### config.mk
export PLATFORM = sky130hd
export DESIGN_NAME = ntc_adc_temperature_lookup_flat
export DESIGN_NICKNAME = d
export VERILOG_FILES = /design/src/sv/ntc_pkg.sv /design/src/sv/ntc_if.sv /design/src/sv/ntc_search.sv /design/src/sv/ntc_adc_temperature_lookup.sv /design/src/flat_wrapper.sv
export SDC_FILE = /design/constraint.sdc
export NUM_CORES = 1
export LEC_CHECK = 0
export BUFFER_PORTS_ARGS = -buffer_cell sky130_fd_sc_hd__buf_2
export CAP_MARGIN = 15
export CELL_PAD_IN_SITES_DETAIL_PLACEMENT = 1
export CELL_PAD_IN_SITES_GLOBAL_PLACEMENT = 1
export CORE_UTILIZATION = 50
export DETAILED_ROUTE_END_ITERATION = 7
export PLACE_DENSITY_LB_ADDON = 0.1
export SLEW_MARGIN = 40
export SYNTH_ARGS = -nofsm -noshare
export SYNTH_HDL_FRONTEND = slang
export SYNTH_SLANG_ARGS = --single-unit
### constraint.sdc
create_clock -name clk -period 9.1 [get_ports clk]
set_clock_uncertainty 0.1 [all_clocks]
set_input_delay 0 -clock clk [delete_from_list [all_inputs] [get_ports clk]]
set_output_delay 0 -clock clk [all_outputs]
set_load 0.02 [all_outputs]
### src/sv/ntc_pkg.sv
package ntc_pkg;

  // Field widths
  localparam int SAMPLE_W = 12;
  localparam int STATUS_W = 2;
  localparam int TEMP_W   = 7;
  localparam int LEVEL_W  = 12;
  localparam int CFG_W    = 12;
  localparam int CFG_IDX_W = 1;

  // Filter sum: 3*acc + sample fits in two extra bits
  localparam int FILT_SUM_W = LEVEL_W + 2;

  // Table geometry
  localparam int TABLE_ENTRIES_DEF = 101;
  localparam int ROM_LEN           = 101;
  localparam int ROM_IDX_W         = 7;

  localparam logic [TEMP_W-1:0]  TEMP_MAX     = TEMP_W'(100);
  localparam logic [LEVEL_W-1:0] FILTER_RESET = LEVEL_W'(672);
  localparam logic [LEVEL_W-1:0] LEVEL_TOP    = LEVEL_W'(4095);
  localparam logic [CFG_W-1:0]   SHORT_RESET  = CFG_W'(4000);
  localparam logic [CFG_W-1:0]   OPEN_RESET   = CFG_W'(100);

  // Register indexes
  localparam logic [CFG_IDX_W-1:0] REG_SHORT = 1'b0;
  localparam logic [CFG_IDX_W-1:0] REG_OPEN  = 1'b1;

  // Status codes
  localparam logic [STATUS_W-1:0] STAT_VALID = 2'd0;
  localparam logic [STATUS_W-1:0] STAT_SHORT = 2'd1;
  localparam logic [STATUS_W-1:0] STAT_OPEN  = 2'd2;

  typedef enum logic [1:0] {
    ST_IDLE,
    ST_SEARCH,
    ST_WAIT
  } state_t;

  // Pull-down thermistor curve, 0..100 C, ascending
  localparam logic [LEVEL_W-1:0] CURVE_ROM [ROM_LEN] = '{
    12'd127,
    12'd133,  12'd139,  12'd146,  12'd153,  12'd160,
    12'd168,  12'd176,  12'd184,  12'd193,  12'd201,
    12'd210,  12'd220,  12'd229,  12'd239,  12'd250,
    12'd261,  12'd272,  12'd283,  12'd295,  12'd307,
    12'd319,  12'd332,  12'd346,  12'd359,  12'd373,
    12'd388,  12'd403,  12'd418,  12'd433,  12'd449,
    12'd466,  12'd483,  12'd500,  12'd518,  12'd536,
    12'd554,  12'd573,  12'd592,  12'd612,  12'd632,
    12'd653,  12'd674,  12'd695,  12'd717,  12'd739,
    12'd761,  12'd784,  12'd807,  12'd831,  12'd855,
    12'd879,  12'd904,  12'd929,  12'd954,  12'd980,
    12'd1006, 12'd1032, 12'd1059, 12'd1085, 12'd1112,
    12'd1140, 12'd1167, 12'd1195, 12'd1223, 12'd1251,
    12'd1280, 12'd1308, 12'd1337, 12'd1366, 12'd1395,
    12'd1424, 12'd1453, 12'd1483, 12'd1512, 12'd1542,
    12'd1571, 12'd1601, 12'd1631, 12'd1660, 12'd1690,
    12'd1720, 12'd1749, 12'd1779, 12'd1808, 12'd1838,
    12'd1867, 12'd1896, 12'd1926, 12'd1955, 12'd1984,
    12'd2013, 12'd2041, 12'd2070, 12'd2098, 12'd2126,
    12'd2154, 12'd2182, 12'd2210, 12'd2237, 12'd2264
  };

  // Entries past the curve read as full scale
  function automatic logic [LEVEL_W-1:0] rom_read(input logic [ROM_IDX_W-1:0] idx);
    logic [LEVEL_W-1:0] val;
    val = LEVEL_TOP;
    if (idx < ROM_IDX_W'(ROM_LEN)) begin
      val = CURVE_ROM[idx];
    end
    return val;
  endfunction

endpackage

### src/sv/ntc_if.sv
interface ntc_in_if;
  import ntc_pkg::*;

  logic                valid;
  logic                ready;
  logic [SAMPLE_W-1:0] sample;

  modport source (output valid, output sample, input ready);
  modport sink   (input valid, input sample, output ready);
endinterface

interface ntc_out_if;
  import ntc_pkg::*;

  logic                valid;
  logic                ready;
  logic [STATUS_W-1:0] status;
  logic [TEMP_W-1:0]   temperature;
  logic [LEVEL_W-1:0]  filtered_level;

  modport source (output valid, output status, output temperature, output filtered_level,
                  input ready);
  modport sink   (input valid, input status, input temperature, input filtered_level,
                  output ready);
endinterface

### src/sv/ntc_search.sv
module ntc_search #(
  parameter int TABLE_ENTRIES = ntc_pkg::TABLE_ENTRIES_DEF
) (
  input  logic                        clk,
  input  logic                        rst_n,
  input  logic                        start,
  input  logic [ntc_pkg::LEVEL_W-1:0] level,
  output logic                        done,
  output logic [ntc_pkg::TEMP_W-1:0]  result
);
  import ntc_pkg::*;

  localparam int IDX_W = $clog2(TABLE_ENTRIES);
  localparam logic [IDX_W-1:0] LAST_IDX = IDX_W'(TABLE_ENTRIES - 1);

  logic             run_r, run_nxt;
  logic [IDX_W-1:0] lo_r, lo_nxt;
  logic [IDX_W-1:0] hi_r, hi_nxt;
  logic [IDX_W:0]   mid_sum;
  logic [IDX_W-1:0] mid;
  logic             hit;
  logic [TEMP_W-1:0] idx_ext;

  // Midpoint and the one shared table compare
  assign mid_sum = {1'b0, lo_r} + {1'b0, hi_r};
  assign mid     = mid_sum[IDX_W:1];
  assign hit     = rom_read(ROM_IDX_W'(mid)) >= level;

  assign done = run_r && (lo_r == hi_r);

  // Clamp the found index to the top of the range
  assign idx_ext = TEMP_W'(lo_r);
  assign result  = (idx_ext > TEMP_MAX) ? TEMP_MAX : idx_ext;

  // Narrow the bracket by one half per cycle
  always_comb begin
    run_nxt = run_r;
    lo_nxt  = lo_r;
    hi_nxt  = hi_r;
    if (start) begin
      run_nxt = 1'b1;
      lo_nxt  = '0;
      hi_nxt  = LAST_IDX;
    end else if (done) begin
      run_nxt = 1'b0;
    end else if (run_r) begin
      if (hit) begin
        hi_nxt = mid;
      end else begin
        lo_nxt = mid + IDX_W'(1);
      end
    end
  end

  always_ff @(posedge clk) begin
    if (!rst_n) begin
      run_r <= 1'b0;
    end else begin
      run_r <= run_nxt;
    end
  end

  always_ff @(posedge clk) begin
    lo_r <= lo_nxt;
    hi_r <= hi_nxt;
  end

endmodule

### src/sv/ntc_adc_temperature_lookup.sv
// NTC thermistor lookup: each 12-bit converter sample is checked against the
// short and open thresholds (short wins when both match); either fault
// reports its status with the filter and temperature held. Any other sample
// updates the filter (3*level + sample)/4 and a binary search over the
// ascending curve table yields the temperature, 0..100 C. One transaction
// is in work at a time. A fault sample moves the block from idle to the
// wait state, which loads its result into the output register once that
// register is free; the next sample is taken after the return to idle. A
// good sample starts the search, which uses the single table compare and
// steps through one halving per cycle; when it ends, the temperature is
// latched and the block moves to the wait state, which loads the output
// register once it is free, and the next sample is taken after the return
// to idle. A finished result sits in an output register, so the next
// sample is taken while it waits to be read; the following result holds
// until that register is read, and the input stalls meanwhile.
// Configuration writes land at once; write only while idle.
module ntc_adc_temperature_lookup #(
  parameter int TABLE_ENTRIES = ntc_pkg::TABLE_ENTRIES_DEF
) (
  input  logic                          clk,
  input  logic                          rst_n,
  input  logic                          cfg_we,
  input  logic [ntc_pkg::CFG_IDX_W-1:0] cfg_index,
  input  logic [ntc_pkg::CFG_W-1:0]     cfg_wdata,
  ntc_in_if.sink                        in_ch,
  ntc_out_if.source                     out_ch
);
  import ntc_pkg::*;

  state_t state_r, state_nxt;

  logic [CFG_W-1:0]    short_thr_r;
  logic [CFG_W-1:0]    open_thr_r;
  logic [LEVEL_W-1:0]  acc_r;
  logic [TEMP_W-1:0]   temp_r;
  logic [STATUS_W-1:0] status_r;

  logic                out_valid_r;
  logic [STATUS_W-1:0] out_status_r;
  logic [TEMP_W-1:0]   out_temp_r;
  logic [LEVEL_W-1:0]  out_level_r;

  logic                in_fire;
  logic                is_short;
  logic                is_open;
  logic                good;
  logic [STATUS_W-1:0] status_code;
  logic [FILT_SUM_W-1:0] filt_sum;
  logic                out_free;
  logic                out_load;
  logic                srch_start;
  logic                srch_done;
  logic [TEMP_W-1:0]   srch_result;

  ntc_search #(
    .TABLE_ENTRIES(TABLE_ENTRIES)
  ) u_search (
    .clk   (clk),
    .rst_n (rst_n),
    .start (srch_start),
    .level (acc_r),
    .done  (srch_done),
    .result(srch_result)
  );

  // Classify the incoming sample
  assign in_fire  = in_ch.valid && in_ch.ready;
  assign is_short = in_ch.sample >= short_thr_r;
  assign is_open  = in_ch.sample <= open_thr_r;
  assign good     = !is_short && !is_open;

  always_comb begin
    if (is_short) begin
      status_code = STAT_SHORT;
    end else if (is_open) begin
      status_code = STAT_OPEN;
    end else begin
      status_code = STAT_VALID;
    end
  end

  // Filter update: (3*acc + sample) / 4, truncated
  assign filt_sum = ({2'b00, acc_r} << 1) + {2'b00, acc_r} + {2'b00, in_ch.sample};

  assign out_free = !out_valid_r || out_ch.ready;

  // Next state
  always_comb begin
    state_nxt = state_r;
    case (state_r)
      ST_IDLE: begin
        if (in_fire) begin
          state_nxt = good ? ST_SEARCH : ST_WAIT;
        end
      end
      ST_SEARCH: begin
        if (srch_done) begin
          state_nxt = ST_WAIT;
        end
      end
      ST_WAIT: begin
        if (out_free) begin
          state_nxt = ST_IDLE;
        end
      end
      default: state_nxt = ST_IDLE;
    endcase
  end

  // State outputs
  always_comb begin
    in_ch.ready = 1'b0;
    srch_start  = 1'b0;
    out_load    = 1'b0;
    case (state_r)
      ST_IDLE: begin
        in_ch.ready = 1'b1;
        srch_start  = in_ch.valid && good;
      end
      ST_SEARCH: begin
      end
      ST_WAIT: begin
        out_load = out_free;
      end
      default: begin
      end
    endcase
  end

  always_ff @(posedge clk) begin
    if (!rst_n) begin
      state_r <= ST_IDLE;
    end else begin
      state_r <= state_nxt;
    end
  end

  // Configuration registers
  always_ff @(posedge clk) begin
    if (!rst_n) begin
      short_thr_r <= SHORT_RESET;
      open_thr_r  <= OPEN_RESET;
    end else if (cfg_we) begin
      case (cfg_index)
        REG_SHORT: short_thr_r <= cfg_wdata;
        REG_OPEN:  open_thr_r  <= cfg_wdata;
        default: begin
        end
      endcase
    end
  end

  // Filter and held temperature
  always_ff @(posedge clk) begin
    if (!rst_n) begin
      acc_r  <= FILTER_RESET;
      temp_r <= '0;
    end else begin
      if (in_fire && good) begin
        acc_r <= filt_sum[FILT_SUM_W-1:2];
      end
      if (state_r == ST_SEARCH && srch_done) begin
        temp_r <= srch_result;
      end
    end
  end

  // Hold the status of the transaction in work
  always_ff @(posedge clk) begin
    if (in_fire) begin
      status_r <= status_code;
    end
  end

  // Output register
  always_ff @(posedge clk) begin
    if (!rst_n) begin
      out_valid_r <= 1'b0;
    end else if (out_load) begin
      out_valid_r <= 1'b1;
    end else if (out_ch.ready) begin
      out_valid_r <= 1'b0;
    end
  end

  always_ff @(posedge clk) begin
    if (out_load) begin
      out_status_r <= status_r;
      out_temp_r   <= temp_r;
      out_level_r  <= acc_r;
    end
  end

  assign out_ch.valid          = out_valid_r;
  assign out_ch.status         = out_status_r;
  assign out_ch.temperature    = out_temp_r;
  assign out_ch.filtered_level = out_level_r;

endmodule

### src/flat_wrapper.sv
// flat-port wrapper written by rule: the top's interface ports become plain ports
module ntc_adc_temperature_lookup_flat import ntc_pkg::*;
#(
  parameter int TABLE_ENTRIES = ntc_pkg::TABLE_ENTRIES_DEF
)
  (clk, rst_n, cfg_we, cfg_index, cfg_wdata, in_ch_valid, in_ch_sample, in_ch_ready, out_ch_valid, out_ch_status, out_ch_temperature, out_ch_filtered_level, out_ch_ready);
  ntc_in_if in_ch_i ();
  ntc_out_if out_ch_i ();
  input  logic clk;
  input  logic rst_n;
  input  logic cfg_we;
  input  logic [ntc_pkg::CFG_IDX_W-1:0] cfg_index;
  input  logic [ntc_pkg::CFG_W-1:0] cfg_wdata;
  input wire logic [$bits(in_ch_i.valid)-1:0] in_ch_valid;
  input wire logic [$bits(in_ch_i.sample)-1:0] in_ch_sample;
  output wire logic [$bits(in_ch_i.ready)-1:0] in_ch_ready;
  output wire logic [$bits(out_ch_i.valid)-1:0] out_ch_valid;
  output wire logic [$bits(out_ch_i.status)-1:0] out_ch_status;
  output wire logic [$bits(out_ch_i.temperature)-1:0] out_ch_temperature;
  output wire logic [$bits(out_ch_i.filtered_level)-1:0] out_ch_filtered_level;
  input wire logic [$bits(out_ch_i.ready)-1:0] out_ch_ready;
  assign in_ch_i.valid = in_ch_valid;
  assign in_ch_i.sample = in_ch_sample;
  assign in_ch_ready = in_ch_i.ready;
  assign out_ch_valid = out_ch_i.valid;
  assign out_ch_status = out_ch_i.status;
  assign out_ch_temperature = out_ch_i.temperature;
  assign out_ch_filtered_level = out_ch_i.filtered_level;
  assign out_ch_i.ready = out_ch_ready;
  ntc_adc_temperature_lookup #(.TABLE_ENTRIES(TABLE_ENTRIES)) u_core (.clk(clk), .rst_n(rst_n), .cfg_we(cfg_we), .cfg_index(cfg_index), .cfg_wdata(cfg_wdata), .in_ch(in_ch_i), .out_ch(out_ch_i));
endmodule
==> results of run 1 <==
[cells by family (layout without fill, tap and decap cells)]
family | after synthesis | count (layout) | share of synthesized area, %
AOI/OAI and AO/OA | 267 | 267 | 26.85
xor gates and xnor gates | 18 | 18 | 2.307
adders and majority gates | 83 | 83 | 16.63
buffers and inverters | 104 | 140 | 6.317
DFF | 84 | 84 | 27.98
muxes | 16 | 16 | 2.728
and+or+nand+nor | 242 | 242 | 17.19
[cell usage in the layout (no fill, tap or decap), types with 4 or more instances in the layout]
cell type / instances
nand2_1: 82
ha_1: 70
a21oi_1: 63
dfxtp_1: 61
buf_2: 52
inv_1: 50
nor2_1: 43
o21ai_0: 43
edfxtp_1: 23
o211ai_1: 21
nand3_1: 21
nor3_1: 19
a21boi_0: 18
a21o_1: 16
xnor2_1: 13
mux2i_1: 13
nor2b_1: 13
fa_1: 13
dlygate4sd3_1: 13
and2_1: 11
a211oi_1: 10
a311oi_1: 10
nand2b_1: 9
a211o_1: 9
clkbuf_16: 9
buf_4: 8
o31ai_1: 7
nand4_1: 7
nor3b_1: 6
or3_1: 6
a31oi_1: 6
o21a_1: 5
o221ai_1: 5
xor2_1: 5
a221oi_1: 4
nor4_1: 4
o311ai_0: 4
[per-layer routing]
layer,up-vias,share of wire [%],track usage (%)
li1,3064,-,-
met4,0,2.3,10.21
met5,-,0,0
met2,279,47,55.81
met1,3351,44,45.41
met3,58,6.8,7.423
[synthesized netlist by cell type, drive strengths merged (6+ instances only)]
| library cell | number | area, sq um |
|---|---|---|
| nand2 | 84 | 320.3 |
| o21ai | 44 | 220.2 |
| nor2 | 44 | 167.7 |
| xnor2 | 13 | 113.9 |
| o31ai | 7 | 52.55 |
| nor2b | 15 | 93.84 |
| nor3 | 21 | 110.1 |
| edfxtp | 23 | 690.7 |
| a211o | 9 | 78.83 |
| mux2i | 13 | 130.1 |
| nand2b | 9 | 56.30 |
| a21boi | 18 | 135.1 |
| nor4 | 6 | 37.54 |
| dfxtp | 61 | 1221 |
| buf | 25 | 133.9 |
| a21oi | 64 | 320.3 |
| nor3b | 6 | 45.04 |
| nand4 | 7 | 43.79 |
| and2 | 11 | 68.82 |
| nand3 | 21 | 105.1 |
| inv | 50 | 187.7 |
| a31oi | 6 | 37.54 |
| clkbuf | 29 | 110.1 |
| or3 | 7 | 48.80 |
| a211oi | 12 | 95.09 |
| o211ai | 21 | 157.7 |
| a21o | 16 | 120.1 |
| a311oi | 10 | 87.58 |
| ha | 70 | 875.8 |
| fa | 13 | 260.3 |
[stage by stage]
step                utilization, %  setup WS (ns)
floorplan                        -          3.872
global placement             53.81          3.286
detailed placement           54.12          3.018
CTS                          57.25          2.972
global route                 57.31          2.574
finish                       57.31          2.982
[cell type report]
type	count	area, sq um
inverter	50	187.7
sequential	84	1912
tap	176	220.2
multi-input combinational	626	4537
timing repair buffer	74	478.0
clock buffer	10	239.0
clock inverter	6	46.29
fill	1583	5675
[final timing paths]
| check | depth (start not counted) | end | from |
|---|---|---|---|
| worst min register to register | 0 | u_core.out_ch.temperature[3]$_DFFE_PP_ | u_core.temp_r[3]$_SDFFE_PN0P_ |
| worst max register to register | 18 | u_core.u_search.idx_ext[4]$_SDFFE_PP0P_ | u_core.u_search.idx_ext[0]$_SDFFE_PP0P_ |
| worst max-delay path | 18 | u_core.u_search.idx_ext[4]$_SDFFE_PP0P_ | u_core.u_search.idx_ext[0]$_SDFFE_PP0P_ |
| worst min-delay path | 3 | u_core.out_ch.valid$_SDFFE_PN0P_ | out_ch_ready |
[sequential cells by signal, indices dropped and copies added, names as in the netlist]
| signal | count |
|---|---|
| u_core.u_search.hi_r | 7 |
| u_core.temp_r | 7 |
| u_core.u_search.idx_ext | 7 |
| u_core.u_search.run_r | 1 |
| u_core.short_thr_r | 12 |
| u_core.out_ch.valid | 1 |
| u_core.open_thr_r | 12 |
| u_core.out_ch.temperature | 7 |
| u_core.acc_r | 12 |
| u_core.state_r | 2 |
| u_core.out_ch.status | 2 |
| u_core.out_ch.filtered_level | 12 |
| u_core.status_r | 2 |
[worst reg2reg max path: stages, from the launching register on]
cell and delay, ns:
dfxtp_1 0.34, ha_1 0.22, fa_1 0.43, xnor2_1 0.15, buf_4 0.21, inv_1 0.52, ha_1 0.70, inv_1 0.26
ha_1 0.26, a21oi_1 0.11, a21boi_0 0.20, o31ai_1 0.09, o32ai_1 0.51, ha_1 0.34, a211oi_1 0.24, o21ai_0 0.33
a21oi_2 0.54, a21oi_1 0.17, a311oi_1 0.30
==> metrics.csv, run 1 <==
metric;value;unit
status;complete, no violations;
share of layout cells above drive strength 1;11.88;%
Mapped Avg Cell Area;8.394;sq um
Die Width;118.9;um
CP dominant cell by count;ha_1;
H-tree levels;3;
register bit count reported by yosys;84;
routed len/inst;22.97;um
Worst Max-Slew Pin Slew;0.8492;ns
Chip Height;118.9;um
final setup violation count;0;
number of antenna diodes;0;
DPL Wire Length;16910;um
GR Overflow Total;0;
CTS tree;yes;
die area;0.01414;sq mm
first-pass GRT wire length;38110;um
library cells used by synthesis;75;
slowest cell on the critical path;ha_1;
clock root buffer;clkbuf_16;
ratio of final minimum period to clock period;67.23;%
via count;6752;
Mapped Cells;814;
Final Critical Period;6.118;ns
crit path kind;flop to flop;
IO Count;53;
Tot GR Track Use;34.27;%
Post-Layout Inst Area;0.007620;sq mm
crit start category;flop;
Core ar.;0.01330;sq mm
setup TNS;0;ns
hold buffers post-CTS;13;
CP Cell Sequence;ha_1, fa_1, xnor2_1, buf_4, inv_1, ha_1, inv_1, ha_1, a21oi_1, a21boi_0, o31ai_1, o32ai_1, ha_1, a211oi_1, o21ai_0, a21oi_2, a21oi_1, a311oi_1;
Cell Area, Synth;0.006833;sq mm
Seq/Total Area, Yosys;27.98;%
CP required;9.24;ns
Post-synth top flop;dfxtp_1;
delay of the slowest critical-path stage;0.69;ns
Max Clock Freq;163.5;MHz
max_cap viols;0;
RSZ-0062 raised after global routing;no;
starting density of the core;51.39;%
row cnt;42;
critical path peak fanout;18;
starting DRC count in detailed routing;662;
Net Count, Synth;927;
type of the most critical hold path;input port to flop;
# placed instances;997;
first drt pass iteration count;6;
CTS Buf Count;9;
Setup crit end kind;flop;
Post-synth EDFFs;23;
Total Wirelength;23570;um
r2r setup slk;2.98;ns
synth-to-layout area growth;11.52;%
Finished Layout Cells;1026;
Vias per Instance;6.581;
placed cell area;0.007196;sq mm
relative slew slack;43.39;%
clock buffer depth;2;
later-pin clock latency in the skew report;0.34;ns
clock sinks;84;
largest net degree at the start of global routing;48;
DRC;0;
IO buf count;52;
postcts setup bufs;0;
final hold viol count;0;
Final Max Slew Viols;0;
antenna viol nets, final;0;
Fin Hold WS;0.007017;ns
nets;958;
YS warnings;0;
routability cong.;0.9038;
Post-CTS Resized;0;
cell family with most CP delay;compound AO/OA/AOI/OAI gates;
clock slew seen by the registers of the worst setup and hold paths;0.07;ns
ys async rst share;0;%
WP data arrival;6.26;ns
CP bufs+invs;3;
initial antenna violation count;0;
vias in the first global route;7006;
Power of run 1 is left out: the tool's default activity adds up to more than one toggle a clock period on the data nets, which glitch-free logic cannot reach.
==> run 2, diff against run 1 <==
- CORE_UTILIZATION: 50 -> 47
- clock period: 9.1 -> 6.2 ns (I/O delays scaled with it)
==> metrics.csv, run 2 (same netlist as run 1, synthesis figures left out) <==
metric;value;unit;change
starting density of the core;48.66;%;-2.7 points
GR Overflow Total;0;;unchanged
Setup crit end kind;flop;;
ratio of final minimum period to clock period;86.25;%;+19 points
Post-CTS Resized;0;;unchanged
WP data arrival;5.50;ns;-0.76 ns
initial antenna violation count;0;;unchanged
delay of the slowest critical-path stage;0.47;ns;-0.22 ns
Chip Height;122.6;um;+3.1%
later-pin clock latency in the skew report;0.35;ns;about the same
CP required;6.35;ns;-2.89 ns
final setup violation count;0;;unchanged
max_cap viols;0;;unchanged
clock sinks;84;;unchanged
most frequent cells in the layout;82 x nand2_1, 70 x ha_1, 64 x a21oi_1;;
die area;0.01502;sq mm;+6.3%
synth-to-layout area growth;12.25;%;
crit start category;flop;;
Final Max Slew Viols;0;;unchanged
clock buffer depth;2;;unchanged
Metal-1 WL;10260;um;-0.86%
CTS Buf Count;9;;unchanged
DRC;0;;unchanged
RSZ-0062 raised after global routing;no;;
vias in the first global route;6624;;-5.5%
met2 WL post-DR;9913;um;-10%
top sig layer;met4;;
DPL Wire Length;16200;um;-4.3%
Core ar.;0.01404;sq mm;+5.6%
Final Critical Period;5.348;ns;-0.7704 ns
CTS tree;yes;;
type of the most critical hold path;input port to flop;;
CP bufs+invs;2;;-1
via count;6492;;-3.9%
IO buf count;52;;unchanged
Die Width;122.6;um;+3.1%
Fin Hold WS;0.02808;ns;+0.02107 ns
antenna viol nets, final;0;;unchanged
routed length on met3;1468;um;-8.5%
starting DRC count in detailed routing;615;;-7.1%
Multi-input gate area;0.004512;sq mm;-0.55%
largest net degree at the start of global routing;48;;unchanged
slowest cell on the critical path;dfxtp_1;;
CP Cell Sequence;ha_1, a211o_1, a21o_1, nand2_2, inv_1, ha_1, a21o_1, or3_4, or4_1, o221ai_1, a32oi_1, ha_1, a211o_1, a21oi_1, o21ai_0, a21oi_1, buf_4, a21oi_1, a311oi_1;;
fillcell total;1671;;+5.6%
share of layout cells above drive strength 1;12.66;%;+0.78 points
clock slew seen by the registers of the worst setup and hold paths;0.07;ns;about the same
number of antenna diodes;0;;unchanged
final hold viol count;0;;unchanged
status;complete, no violations;;
Tot GR Track Use;30.53;%;-3.7 points
crit path kind;flop to flop;;
first drt pass iteration count;5;;-1
FF/Latch Area;0.001912;sq mm;unchanged
hold buffers post-CTS;14;;+1
routed len/inst;21.17;um;-7.9%
nets;969;;+1.1%
cell family with most CP delay;compound AO/OA/AOI/OAI gates;;
commonest non-fill, non-tap cell in the layout;nand2_1;;
critical path peak fanout;12;;-6
clock root buffer;clkbuf_16;;
Max Clock Freq;187.0;MHz;+14%
routability cong.;0.9646;;+6.7%
relative slew slack;46.95;%;+3.6 points
Total Wirelength;22030;um;-6.5%
Vias per Instance;6.236;;-5.2%
first-pass GRT wire length;35220;um;-7.6%
H-tree levels;3;;unchanged
postcts setup bufs;0;;unchanged
setup TNS;0;ns;unchanged
Worst Max-Slew Pin Slew;0.7884;ns;-0.06077 ns
row cnt;43;;+2.4%
IO Count;53;;unchanged
run 2: cell type report:
| class | count | share of cell area, % |
|---|---|---|
| Clock buffer | 9 | 2.936 |
| Clock inverter | 7 | 0.7993 |
| Inverter | 50 | 2.447 |
| Multi-Input combinational cell | 626 | 58.83 |
| Sequential cell | 84 | 24.93 |
| Tap cell | 180 | 2.936 |
| Timing Repair Buffer | 85 | 7.129 |
run 2: path summary, 6_finish.rpt:
path                                                 from                                      end  slack, ns  depth (start not counted)
setup / recovery  u_core.u_search.idx_ext[1]$_SDFFE_PP0P_  u_core.u_search.idx_ext[3]$_SDFFE_PP0P_       0.85                         19
setup reg to reg  u_core.u_search.idx_ext[1]$_SDFFE_PP0P_  u_core.u_search.idx_ext[3]$_SDFFE_PP0P_       0.85                         19
hold reg to reg          u_core.status_r[1]$_SDFFCE_PP0P_        u_core.out_ch.status[1]$_DFFE_PP_       0.33                          0
hold / removal                                  cfg_index       u_core.short_thr_r[2]$_SDFFE_PN0P_       0.03                          4
run 2: stage by stage:
stage	instances	worst slack [ns]	util (%)	cell area, sq um
global route	1041	0.6042	54.62	7670
floorplan	814	0.9719	-	6833
CTS	1041	0.9266	54.62	7670
global placement	1010	1.081	51.44	7223
detailed placement	1011	0.9520	51.58	7243
finish	1041	0.8525	54.62	7670
run 2: metal layers:
metal	GRT usage, %	up-vias
li1	-	3074
met1	42.62	3162
met2	47.68	220
met3	6.041	36
met4	8.384	0
met5	0	-
run 2: worst min-delay path: stages:
cell and delay, ns:
buf_2 0.11, nor2b_2 0.14, nand2_1 0.10, a21boi_0 0.06
Power of run 2 is left out for the same reason.
==> run 3, diff against run 2 <==
- BUFFER_PORTS_ARGS: -buffer_cell sky130_fd_sc_hd__buf_2 -> not set
- CORE_UTILIZATION: 47 -> 49
- DONT_BUFFER_PORTS: not set -> 1
==> metrics.csv, run 3 (same netlist as run 1, synthesis figures left out) <==
metric;value;unit;change
status;complete, no violations;;
relative slew slack;47.41;%;+0.46 points
row cnt;42;;-2.3%
GR Overflow Total;0;;unchanged
Final Max Slew Viols;0;;unchanged
Die Width;120.1;um;-2.0%
die area;0.01442;sq mm;-4.0%
Chip Height;120.1;um;-2.0%
DPL Wire Length;16430;um;+1.5%
largest net degree at the start of global routing;48;;unchanged
antenna viol nets, final;0;;unchanged
later-pin clock latency in the skew report;0.35;ns;about the same
Max Clock Freq;180.2;MHz;-3.6%
Core ar.;0.01340;sq mm;-4.6%
clock sinks;84;;unchanged
Setup crit end kind;flop;;
first drt pass iteration count;5;;unchanged
setup TNS;0;ns;unchanged
initial antenna violation count;0;;unchanged
RSZ-0062 raised after global routing;no;;
via count;6664;;+2.6%
r2r setup slk;0.65;ns;-0.20 ns
nets;933;;-3.7%
final setup violation count;0;;unchanged
Fin Hold WS;0.01880;ns;-0.009282 ns
share of layout cells above drive strength 1;7.152;%;-5.5 points
clock root buffer;clkbuf_16;;
crit start category;flop;;
commonest non-fill, non-tap cell in the layout;nand2_1;;
routability cong.;0.9653;;about the same
Vias per Instance;6.657;;+6.8%
CTS Buf Count;9;;unchanged
IO Count;53;;unchanged
critical path peak fanout;25;;+13
most frequent cells in the layout;82 x nand2_1, 70 x ha_1, 64 x a21oi_1;;
final hold viol count;0;;unchanged
starting density of the core;50.99;%;+2.3 points
synth-to-layout area growth;11.13;%;
starting DRC count in detailed routing;518;;-16%
# placed instances;954;;-5.6%
fillcell total;1554;;-7.0%
first-pass GRT wire length;38120;um;+8.2%
H-tree levels;3;;unchanged
crit path kind;flop to flop;;
Finished Layout Cells;1001;;-3.8%
clock slew seen by the registers of the worst setup and hold paths;0.07;ns;about the same
CP required;6.33;ns;-0.02 ns
max_cap viols;0;;unchanged
Tot GR Track Use;34.38;%;+3.8 points
Final Critical Period;5.550;ns;+0.2025 ns
ratio of final minimum period to clock period;89.52;%;+3.3 points
Total Wirelength;24140;um;+9.6%
Worst Max-Slew Pin Slew;0.7859;ns;-0.002522 ns
WP data arrival;5.68;ns;+0.18 ns
IO buf count;0;;-100%
clock buffer depth;2;;unchanged
CTS tree;yes;;
vias in the first global route;6945;;+4.8%
DRC;0;;unchanged
number of antenna diodes;0;;unchanged
routed len/inst;24.11;um;+14%
Post-CTS Resized;0;;unchanged
type of the most critical hold path;input port to flop;;
[run 3: metrics by stage]
step                setup WS (ns)  util [%]  instance area [sq um]
floorplan                  0.9719         -                   6833
global placement            1.073     51.92                   6958
detailed placement         0.8570     52.00                   6968
CTS                        0.7839     56.46                   7566
global route               0.3538     56.67                   7594
finish                     0.6500     56.67                   7594
[run 3: cell type report]
| class | count | area, sq um | area share, % |
|---|---|---|---|
| sequential | 84 | 1912 | 25.18 |
| inverter | 50 | 187.7 | 2.472 |
| timing repair buffer | 49 | 455.4 | 5.998 |
| multi-input combinational | 626 | 4531 | 59.66 |
| tap | 176 | 220.2 | 2.900 |
| clock buffer | 9 | 225.2 | 2.966 |
| clock inverter | 7 | 62.56 | 0.8239 |
[run 3: timing repair]
item,4_1_cts,5_1_grt
setup endpoints to repair,0,0
endpoints found under the hold margin,49,5
hold buffers,30,1
setup buffers,0,0
[run 3: final timing paths]
| check | from | end | cells after the start |
|---|---|---|---|
| worst max-delay path | u_core.u_search.idx_ext[0]$_SDFFE_PP0P_ | u_core.u_search.idx_ext[5]$_SDFFE_PP0P_ | 17 |
| worst min-delay path | in_ch_sample[0] | u_core.acc_r[0]$_SDFFE_PN0P_ | 4 |
| worst max register to register | u_core.u_search.idx_ext[0]$_SDFFE_PP0P_ | u_core.u_search.idx_ext[5]$_SDFFE_PP0P_ | 17 |
| worst min register to register | u_core.status_r[1]$_SDFFCE_PP0P_ | u_core.out_ch.status[1]$_DFFE_PP_ | 0 |
[run 3: worst max-delay path, cell delays in order (launching register included)]
cell and delay, ns:
dfxtp_1 0.35, ha_1 0.22, fa_1 0.43, a211oi_2 0.40, nor2_1 0.21, nor2_2 0.63, buf_4 0.42, mux4_2 0.54
a21oi_1 0.15, a32oi_1 0.12, ha_1 0.33, a211o_1 0.27, a21oi_1 0.16, o21ai_0 0.24, a21oi_1 0.20, buf_4 0.21
a21oi_1 0.09, a311oi_1 0.35
[run 3: routing by layer]
layer  track usage [%]  share of wire, %
met5                 0                 0
met4             8.125               1.8
met3             7.177               6.7
met2             56.43                47
met1             45.98                44
Power of run 3 is left out for the same reason.
